$ cat src/sv/rrp_pkg.sv
// Shared types and constants of the request parser.
package rrp_pkg;

  localparam int COUNT_WIDTH  = 16;
  localparam int LENGTH_WIDTH = 32;
  localparam int MAG_WIDTH    = LENGTH_WIDTH + 4;

  localparam logic [15:0] MAX_ARGS_RST = 16'd1024;
  localparam logic [31:0] MAX_BULK_RST = 32'd536870912;

  localparam logic [7:0] CH_STAR   = 8'h2A;
  localparam logic [7:0] CH_DOLLAR = 8'h24;
  localparam logic [7:0] CH_CR     = 8'h0D;
  localparam logic [7:0] CH_LF     = 8'h0A;
  localparam logic [7:0] CH_MINUS  = 8'h2D;
  localparam logic [7:0] CH_ZERO   = 8'h30;
  localparam logic [7:0] CH_NINE   = 8'h39;

  typedef enum logic [0:0] {
    CFG_MAX_ARGS = 1'b0,
    CFG_MAX_BULK = 1'b1
  } cfg_idx_t;

  typedef enum logic [0:0] {
    KIND_BYTE   = 1'b0,
    KIND_RESYNC = 1'b1
  } kind_t;

  typedef enum logic [3:0] {
    PH_ARRAY    = 4'd0,
    PH_COUNT    = 4'd1,
    PH_COUNT_LF = 4'd2,
    PH_BULK     = 4'd3,
    PH_LEN      = 4'd4,
    PH_LEN_LF   = 4'd5,
    PH_DATA     = 4'd6,
    PH_DATA_CR  = 4'd7,
    PH_DATA_LF  = 4'd8
  } phase_t;

  typedef enum logic [2:0] {
    ERR_ARRAY  = 3'd0,
    ERR_COUNT  = 3'd1,
    ERR_BULK   = 3'd2,
    ERR_LENGTH = 3'd3,
    ERR_TERM   = 3'd4
  } err_code_t;

endpackage

$ cat src/sv/resp_request_parser_core.sv
// Byte-serial parser for requests framed as an array of bulk strings.
//
// One beat in, one beat out: every accepted byte (or resync) produces exactly
// one result beat. A beat is taken into an input register, decoded by the
// per-byte state machine with its one decimal accumulate step, and the result
// lands in an output register, so the block sustains one byte per cycle as long
// as out_ready is high; in_ready falls only while both registers are full and
// out_ready is low. Errors are flagged on the byte where they become certain
// and are held (all-zero results) until a resync beat. Write cfg_* only while
// the block is idle.
module resp_request_parser_core (
  input  logic                          clk,
  input  logic                          rst_n,
  input  logic                          cfg_we,
  input  logic                          cfg_index,
  input  logic [31:0]                   cfg_wdata,
  input  logic                          in_valid,
  output logic                          in_ready,
  input  logic                          in_kind,
  input  logic [7:0]                    in_stream_byte,
  output logic                          out_valid,
  input  logic                          out_ready,
  output logic                          out_payload_valid,
  output logic [7:0]                    out_payload_byte,
  output logic [15:0]                   out_argument_number,
  output logic                          out_argument_done,
  output logic [31:0]                   out_argument_length,
  output logic                          out_command_done,
  output logic [15:0]                   out_argument_total,
  output logic                          out_error_flag,
  output logic [2:0]                    out_error_code
);
  import rrp_pkg::*;

  // configuration
  logic [COUNT_WIDTH-1:0]  max_args_r;
  logic [LENGTH_WIDTH-1:0] max_bulk_r;

  always_ff @(posedge clk) begin
    if (!rst_n) begin
      max_args_r <= MAX_ARGS_RST[COUNT_WIDTH-1:0];
      max_bulk_r <= MAX_BULK_RST[LENGTH_WIDTH-1:0];
    end else if (cfg_we) begin
      unique case (cfg_idx_t'(cfg_index))
        CFG_MAX_ARGS: max_args_r <= cfg_wdata[COUNT_WIDTH-1:0];
        CFG_MAX_BULK: max_bulk_r <= cfg_wdata[LENGTH_WIDTH-1:0];
        default: ;
      endcase
    end
  end

  // input register
  logic       in_v_r;
  logic       in_kind_r;
  logic [7:0] in_byte_r;
  logic       step;

  assign step     = in_v_r && (!out_valid || out_ready);
  assign in_ready = !in_v_r || step;

  always_ff @(posedge clk) begin
    if (!rst_n) begin
      in_v_r <= 1'b0;
    end else if (in_ready) begin
      in_v_r <= in_valid;
    end
  end

  always_ff @(posedge clk) begin
    if (in_valid && in_ready) begin
      in_kind_r <= in_kind;
      in_byte_r <= in_stream_byte;
    end
  end

  // parser state
  phase_t                  phase_r, phase_nxt;
  logic [LENGTH_WIDTH-1:0] mag_r, mag_nxt;
  logic                    neg_r, neg_nxt;
  logic                    has_dig_r, has_dig_nxt;
  logic [COUNT_WIDTH-1:0]  args_exp_r, args_exp_nxt;
  logic [COUNT_WIDTH-1:0]  args_rcv_r, args_rcv_nxt;
  logic [LENGTH_WIDTH-1:0] remain_r, remain_nxt;
  logic [LENGTH_WIDTH-1:0] cur_len_r, cur_len_nxt;
  logic                    hold_r, hold_nxt;

  // result
  logic        pv_nxt, ad_nxt, cd_nxt, ef_nxt;
  logic [7:0]  pb_nxt;
  logic [15:0] an_nxt, at_nxt;
  logic [31:0] al_nxt;
  err_code_t   ec_nxt;

  // number datapath
  logic                    is_digit;
  logic [3:0]              digit;
  logic [MAG_WIDTH-1:0]    acc;
  logic [COUNT_WIDTH-1:0]  args_inc;
  logic                    cnt_num_err, len_num_err;

  always_comb begin
    is_digit = (in_byte_r >= CH_ZERO) && (in_byte_r <= CH_NINE);
    digit    = in_byte_r[3:0];
    acc      = ({4'd0, mag_r} << 3) + ({4'd0, mag_r} << 1)
               + {{(MAG_WIDTH-4){1'b0}}, digit};
    args_inc = args_rcv_r + 1'b1;
    // counts never take a sign
    cnt_num_err = !is_digit
                  || (acc > {{(MAG_WIDTH-COUNT_WIDTH){1'b0}}, max_args_r});
    if (in_byte_r == CH_MINUS) begin
      len_num_err = neg_r || has_dig_r;
    end else begin
      len_num_err = !is_digit || (neg_r && digit != 4'd0)
                    || (acc > {4'd0, max_bulk_r});
    end
  end

  always_comb begin
    phase_nxt    = phase_r;
    mag_nxt      = mag_r;
    neg_nxt      = neg_r;
    has_dig_nxt  = has_dig_r;
    args_exp_nxt = args_exp_r;
    args_rcv_nxt = args_rcv_r;
    remain_nxt   = remain_r;
    cur_len_nxt  = cur_len_r;
    hold_nxt     = hold_r;
    pv_nxt = 1'b0;
    pb_nxt = 8'd0;
    an_nxt = 16'd0;
    ad_nxt = 1'b0;
    al_nxt = 32'd0;
    cd_nxt = 1'b0;
    at_nxt = 16'd0;
    ef_nxt = 1'b0;
    ec_nxt = ERR_ARRAY;

    if (kind_t'(in_kind_r) == KIND_RESYNC) begin
      phase_nxt    = PH_ARRAY;
      mag_nxt      = '0;
      neg_nxt      = 1'b0;
      has_dig_nxt  = 1'b0;
      args_exp_nxt = '0;
      args_rcv_nxt = '0;
      remain_nxt   = '0;
      cur_len_nxt  = '0;
      hold_nxt     = 1'b0;
    end else if (!hold_r) begin
      an_nxt = 16'(args_rcv_r);
      unique case (phase_r)
        PH_ARRAY: begin
          if (in_byte_r == CH_STAR) begin
            mag_nxt     = '0;
            neg_nxt     = 1'b0;
            has_dig_nxt = 1'b0;
            phase_nxt   = PH_COUNT;
          end else begin
            ef_nxt = 1'b1;
            ec_nxt = ERR_ARRAY;
          end
        end
        PH_COUNT: begin
          if (in_byte_r == CH_CR) begin
            if (!has_dig_r || mag_r == '0) begin
              ef_nxt = 1'b1;
              ec_nxt = ERR_COUNT;
            end else begin
              phase_nxt = PH_COUNT_LF;
            end
          end else if (cnt_num_err) begin
            ef_nxt = 1'b1;
            ec_nxt = ERR_COUNT;
          end else begin
            mag_nxt     = acc[LENGTH_WIDTH-1:0];
            has_dig_nxt = 1'b1;
          end
        end
        PH_COUNT_LF: begin
          if (in_byte_r == CH_LF) begin
            args_exp_nxt = mag_r[COUNT_WIDTH-1:0];
            args_rcv_nxt = '0;
            phase_nxt    = PH_BULK;
          end else begin
            ef_nxt = 1'b1;
            ec_nxt = ERR_COUNT;
          end
        end
        PH_BULK: begin
          if (in_byte_r == CH_DOLLAR) begin
            mag_nxt     = '0;
            neg_nxt     = 1'b0;
            has_dig_nxt = 1'b0;
            phase_nxt   = PH_LEN;
          end else begin
            ef_nxt = 1'b1;
            ec_nxt = ERR_BULK;
          end
        end
        PH_LEN: begin
          if (in_byte_r == CH_CR) begin
            if (!has_dig_r) begin
              ef_nxt = 1'b1;
              ec_nxt = ERR_LENGTH;
            end else begin
              phase_nxt = PH_LEN_LF;
            end
          end else if (len_num_err) begin
            ef_nxt = 1'b1;
            ec_nxt = ERR_LENGTH;
          end else if (in_byte_r == CH_MINUS) begin
            neg_nxt = 1'b1;
          end else begin
            mag_nxt     = acc[LENGTH_WIDTH-1:0];
            has_dig_nxt = 1'b1;
          end
        end
        PH_LEN_LF: begin
          if (in_byte_r == CH_LF) begin
            cur_len_nxt = mag_r;
            remain_nxt  = mag_r;
            phase_nxt   = (mag_r == '0) ? PH_DATA_CR : PH_DATA;
          end else begin
            ef_nxt = 1'b1;
            ec_nxt = ERR_LENGTH;
          end
        end
        PH_DATA: begin
          pv_nxt     = 1'b1;
          pb_nxt     = in_byte_r;
          remain_nxt = remain_r - 1'b1;
          if (remain_r == LENGTH_WIDTH'(1)) begin
            phase_nxt = PH_DATA_CR;
          end
        end
        PH_DATA_CR: begin
          if (in_byte_r == CH_CR) begin
            phase_nxt = PH_DATA_LF;
          end else begin
            ef_nxt = 1'b1;
            ec_nxt = ERR_TERM;
          end
        end
        PH_DATA_LF: begin
          if (in_byte_r == CH_LF) begin
            ad_nxt       = 1'b1;
            al_nxt       = 32'(cur_len_r);
            args_rcv_nxt = args_inc;
            if (args_inc == args_exp_r) begin
              cd_nxt       = 1'b1;
              at_nxt       = 16'(args_exp_r);
              // request complete: back to the array marker
              phase_nxt    = PH_ARRAY;
              mag_nxt      = '0;
              neg_nxt      = 1'b0;
              has_dig_nxt  = 1'b0;
              args_exp_nxt = '0;
              args_rcv_nxt = '0;
              remain_nxt   = '0;
              cur_len_nxt  = '0;
            end else begin
              phase_nxt = PH_BULK;
            end
          end else begin
            ef_nxt = 1'b1;
            ec_nxt = ERR_TERM;
          end
        end
        default: begin
          ef_nxt = 1'b1;
          ec_nxt = ERR_ARRAY;
        end
      endcase
      if (ef_nxt) begin
        hold_nxt = 1'b1;
      end
    end
  end

  always_ff @(posedge clk) begin
    if (!rst_n) begin
      phase_r    <= PH_ARRAY;
      mag_r      <= '0;
      neg_r      <= 1'b0;
      has_dig_r  <= 1'b0;
      args_exp_r <= '0;
      args_rcv_r <= '0;
      remain_r   <= '0;
      cur_len_r  <= '0;
      hold_r     <= 1'b0;
    end else if (step) begin
      phase_r    <= phase_nxt;
      mag_r      <= mag_nxt;
      neg_r      <= neg_nxt;
      has_dig_r  <= has_dig_nxt;
      args_exp_r <= args_exp_nxt;
      args_rcv_r <= args_rcv_nxt;
      remain_r   <= remain_nxt;
      cur_len_r  <= cur_len_nxt;
      hold_r     <= hold_nxt;
    end
  end

  // output register
  always_ff @(posedge clk) begin
    if (!rst_n) begin
      out_valid <= 1'b0;
    end else if (step) begin
      out_valid <= 1'b1;
    end else if (out_ready) begin
      out_valid <= 1'b0;
    end
  end

  always_ff @(posedge clk) begin
    if (step) begin
      out_payload_valid   <= pv_nxt;
      out_payload_byte    <= pb_nxt;
      out_argument_number <= an_nxt;
      out_argument_done   <= ad_nxt;
      out_argument_length <= al_nxt;
      out_command_done    <= cd_nxt;
      out_argument_total  <= at_nxt;
      out_error_flag      <= ef_nxt;
      out_error_code      <= ef_nxt ? ec_nxt : ERR_ARRAY;
    end
  end

endmodule

$ cat config.mk
export PLATFORM = sky130hd
export DESIGN_NAME = resp_request_parser_core
export DESIGN_NICKNAME = d
export VERILOG_FILES = /design/src/sv/rrp_pkg.sv /design/src/sv/resp_request_parser_core.sv
export SDC_FILE = /design/constraint.sdc
export NUM_CORES = 1
export LEC_CHECK = 0
export BUFFER_PORTS_ARGS = -buffer_cell sky130_fd_sc_hd__clkbuf_2
export CELL_PAD_IN_SITES_DETAIL_PLACEMENT = 0
export CELL_PAD_IN_SITES_GLOBAL_PLACEMENT = 1
export CORE_ASPECT_RATIO = 0.7
export CORE_MARGIN = 4
export CORE_UTILIZATION = 30
export CTS_CLUSTER_SIZE = 12
export DETAILED_ROUTE_END_ITERATION = 8
export GPL_ROUTABILITY_DRIVEN = 0
export PLACE_DENSITY_LB_ADDON = 0.25
export SYNTH_ARGS = -nofsm -noshare
export SYNTH_HDL_FRONTEND = slang
export SYNTH_SLANG_ARGS = --single-unit
$ cat constraint.sdc
create_clock -name clk -period 6.7 [get_ports clk]
set_input_delay 2.01 -clock clk [delete_from_list [all_inputs] [get_ports clk]]
set_output_delay 2.01 -clock clk [all_outputs]
set_load 0.005 [all_outputs]
* Yosys cells after proc, flatten, opt, wreduce, memory -nomap -nowiden
Index checks and enable logic that the tools add are counted. Widths: inputs -> output; s select.
Word-level totals: register bits after elaboration 273, bits in latches 0, bits in writable memories 0, ROM bits 0, logic and storage cells 214, memories kept 0
Operators by class: add/subtract/negate cells 4, multiply operators 0, div/mod/pow operators 0, $lt $le $gt $ge 4, eq/ne operators 34, shift-type cells 0, mux-type cells 101, bitwise operators 6, reduce and logical (&&, ||, !) cells 41
Operator list (number):
- $mux 32 | 16
- $mux 16 | 10
- $pmux 32 s5 | 1
- $pmux 32 s3 | 1
- $pmux 16 s2 | 2
- $pmux 32 s2 | 1
- $ne 3x3->1 const B | 18
- $mux 4 | 13
- $mux 1 | 43
- $add 35x33->36 | 1
- $add 36x4->36 | 1
- $gt 36x16->1 | 1
- $gt 36x32->1 | 1
- $pmux 4 s9 | 1
- $eq 32x1->1 const B | 1
- $logic_not 32->1 | 1
- $sub 32x1->32 const B | 1
- $eq 8x6->1 const B | 3
- $pmux 3 s7 | 1
- $reduce_and 6->1 | 3
- $add 16x1->16 const B | 1
- $eq 16x16->1 | 1
- $eq 4x3->1 const B | 4
- $eq 8x4->1 const B | 2
- 31 further kinds | 62

* Depth between registers and ports, before layout
depth in word-level cells 15, gate-level depth with buffers 23, gate-level depth less buffers 22

* Least setup slack after synthesis
Ideal clock, no wire load.
path kind input port to flip-flop, start point input port out_ready, end point register args_rcv_r[13], setup time 0.076 ns, arrival 6.278 ns, slack 0.347 ns, stages on the path 8, buffers on the path 2, cells stage by stage nor2b_1 > nor2b_1 > clkbuf_1 > o21ai_1 > or2_1 > clkbuf_1 > or4_1 > a21boi_0
On the way: word-level cells in the longest chain between the ends 3
Ends and longest elaborated chain:
- start, declared | RTL line resp_request_parser_core.sv:22 | input logic out_ready,
- $logic_or 1x1->1 | RTL line resp_request_parser_core.sv:58 | assign step = in_v_r && (!out_valid || out_ready);
- $logic_and 1x1->1 | RTL line resp_request_parser_core.sv:58
- named net step | RTL line resp_request_parser_core.sv:56 | logic step;
- $reduce_and 5->1 (no line)
- end signal, assigned | RTL line resp_request_parser_core.sv:296 | args_rcv_r <= args_rcv_nxt;
- end, declared | RTL line resp_request_parser_core.sv:82 | logic [COUNT_WIDTH-1:0] args_rcv_r, args_rcv_nxt;
The timed path passes the listed nets, and every way through them passes these cells. A chain may end at the register's enable or synchronous reset.

* Worst setup path after layout
start point register in_byte_r[3], end point register mag_r[8]
On the way: word-level cells in the longest chain between the ends 8, elaborated cells between the ends (all ways) 35
Ends and longest elaborated chain:
- start, declared | RTL line resp_request_parser_core.sv:55 | logic [7:0] in_byte_r;
- start signal, assigned | RTL line resp_request_parser_core.sv:72 | in_byte_r <= in_stream_byte;
- branches (longest 8 deep; another with $add 36x4->36)
- end signal, assigned | RTL line resp_request_parser_core.sv:292 | mag_r <= mag_nxt;
- end, declared | RTL line resp_request_parser_core.sv:78 | logic [LENGTH_WIDTH-1:0] mag_r, mag_nxt;
Several ways; the timed one is not identified. The select of a mux whose other input is x is not followed.

==> out/summary.txt <==
area of the mapped netlist: 16600 µm²
clk buf depth: 3
Antenna Nets Post-Route: 0
DR WL/cell: 19.6 µm
Root Driver: clkbuf_16
DR vias/cell: 5.33
Setup WS pre-CTS: 0.547 ns
Peak VDD IR: 0.000165 V
Total Routed Length: 53400 µm
Nets: 2130
run status: finished clean
Initial Util: 30.7%
die area: 59400 µm²
leakage power: 7.29 nW
clk slew on worst S/H paths: 0.06 ns
pwr/cell area: 197 nW/µm²
Async SR Flop Fraction: 0%
IO Pins: 128
Iteration-0 DRC Markers: 1182
first-pass GRT wire length: 81600 µm
worst skew pair latency: 0.60 ns
fin area: 18900 µm²
post-CTS resize count: 0
CP max stage delay: 0.59 ns
fin crit period: 6.32 ns
ant diodes: 0
share of cells above drive strength 1: 13.1%
top cell type's share of synthesized area: 22.2%
Rel. slew slack: 19.2%
final hold vios: 0
Max Transition Viols Final: 0
Most used DFF post-synth: dfxtp_1
cell taking the most area after synthesis: dfxtp_1
kind of critical path: flop to flop
synth unique cells: 101
min setup slack post-route: 0.377 ns
synthesized area per cell: 8.73 µm²
Least-Margin Pin Slew: 1.21 ns
CTS Buf Count: 31
total power: 3.73 mW
top post-synthesis cells by area: dfxtp_1, edfxtp_1, ha_1
GR Util All Layers: 17.5%
Area after DPL: 17900 µm²
FMAX: 0.158 GHz
Chip Width: 290 µm
critical path's most frequent cell: fa_1
DRC violations left: 0
Mapped Cells: 1906
Slowest-stage cell, CP: fa_1
max-cap violation count: 0
drt pass-1 iters: 5
Setup TNS: 0 ns
Die Span Y: 205 µm
CTS tree: built
crit start category: flop
Setup Skew: 0.0236 ns
worst-path fanout max: 33
Final Util: 34.8%
DR vias: 14519
worst endpoint data arrival time: 6.78 ns
H-tree levels: 1
Syn-to-layout area delta: 13.5%
Seq/Total Area, Yosys: 38.1%
Yosys warnings: 0
hold_buf cts: 0
register bit total from synthesis: 273
largest net degree at the start of global routing: 95
row count: 71
syn_nets: 2069
final setup violation count: 0
period utilisation layout: 94.4%
crit end category: flop
Post-CTS Setup Inserts: 0
HPWL Detailed: 39200 µm
HP Class: flop to flop
initial antenna violation count: 1
Overflow after GRT: 0
core area: 54300 µm²
Post-synth EDFFs: 88
CP required: 7.16 ns
vias in the first global route: 13389
critical path cell sequence: fa_1 -> fa_1 -> a21o_1 -> a221oi_2 -> or4b_4 -> a22oi_4 -> a211oi_1 -> a311oi_2 -> ha_1 -> nand2_1 -> nor4_1 -> nand3_1 -> o221a_2 -> o21ai_0 -> and3_1 -> o2111a_1 -> o31a_1 -> o21ai_4 -> buf_4 -> mux2i_1
RSZ-0062 raised after global routing: false
clk sinks: 273
I/O Buffers: 127
power by group:
group / switching [mW] / leakage, nW / total, mW / internal (mW)
Sequential: 0.0219 / 2.29 / 1.77 / 1.75
Combinational: 0.153 / 4.50 / 0.229 / 0.0755
Clock: 0.748 / 0.499 / 1.73 / 0.982
stage by stage:
stage               hold slack (ns)  cells
detailed placement            0.450   2664
global placement              0.441   2664
global route                  0.476   2722
CTS                           0.458   2722
finish                        0.451   2722
floorplan                     0.431   1906
cells in the mapped netlist (all sizes together) (6+ instances only):
library cell and instances:
and3 34, and2 57, xor2 29, nor4b 20, o211ai 13, buf 23
a21boi 69, o21ai 100, edfxtp 88, nand2b 8, nor3b 8, clkbuf 108
o21a 10, nor3 26, a311oi 6, nand3b 8, a211oi 12, nor2b 29
nor2 79, a31oi 10, inv 68, or2 10, o31ai 31, nand2 283
a21o 11, nor4 32, ha 114, or3 18, a22oi 29, or4 12
and4 11, nand4 64, dfxtp 185, nand3 69, xnor2 33, a21oi 104
mux2i 36
layout by cell type (no fill, tap or decap), types with 6 or more instances in the layout:
master and instances:
xor2_1 29, o21a_1 10, a31oi_1 10, nand4_1 64
o211ai_1 12, buf_4 32, a21boi_0 69, clkbuf_16 31
nor4_1 30, or2_2 7, edfxtp_1 88, nand3b_1 7
nor3b_1 8, nor3_1 23, inv_1 68, nor4b_1 19
mux2i_1 36, or4_1 10, and4_1 11, and2_1 57
nor2_1 76, a22oi_1 28, nor2b_1 28, a21oi_1 103
nand2b_1 8, o21ai_0 97, clkinv_2 6, clkbuf_1 7
or3_1 16, clkbuf_2 126, nand2_1 280, a21o_1 11
ha_1 114, dfxtp_1 185, a211oi_1 11, xnor2_1 31
nand3_1 68, o31ai_1 29, and3_1 33
sequential cells by signal, indices dropped and copies added (netlist names), 3 cells and up:
name / flops
out_argument_length: 32
out_argument_total: 16
mag_r: 32
max_args_r: 16
in_byte_r: 8
args_exp_r: 16
cur_len_r: 32
max_bulk_r: 32
out_payload_byte: 8
args_rcv_r: 16
phase_r: 4
out_argument_number: 16
out_error_code: 3
remain_r: 32
critical path, delay by kind of cell (launching register included):
family / cells / cell delay (ns)
compound gates: 10 / 2.25
flops: 1 / 0.56
fa+ha+maj: 3 / 1.38
mux: 1 / 0.19
simple gates: 5 / 1.44
buf+inv: 1 / 0.30
path summary, 6_finish.rpt:
path / from / to / slack (ns) / depth (start not counted)
hold reg to reg: cur_len_r[13]$_SDFFE_PN0P_ / cur_len_r[13]$_SDFFE_PN0P_ / 0.45 / 2
setup reg to reg: in_byte_r[3]$_DFFE_PP_ / mag_r[8]$_SDFFE_PN0P_ / 0.38 / 20
setup / recovery: in_byte_r[3]$_DFFE_PP_ / mag_r[8]$_SDFFE_PN0P_ / 0.38 / 20
hold / removal: cur_len_r[13]$_SDFFE_PN0P_ / cur_len_r[13]$_SDFFE_PN0P_ / 0.45 / 2
cells by family after synthesis:
logic type | count (synthesis) | share of synthesized area [%]
buffers and inverters | 199 | 5.22
and+or+nand+nor | 774 | 24.3
xor gates and xnor gates | 62 | 3.35
DFF | 273 | 38.1
AOI/OAI and AO/OA | 444 | 17.9
adders and majority gates | 116 | 8.81
muxes | 38 | 2.30
metal layers:
layer	track usage, %	vias to the layer above	routed length (µm)
met3	2.71	44	3350
met5	0	-	0
met1	28.3	6957	28200
met4	2.79	0	736
met2	24.2	454	21200
li1	-	7064	-
layout make-up:
type,count,area [µm²]
inverters,68,255
clock inverters,15,146
flip-flops and latches,273,6350
repair buffers,159,882
well taps,730,913
clock buffers,43,865
multi-input cells,1434,9480
fillers,5603,35400
Note: power is estimated with default switching activity, not from simulation.
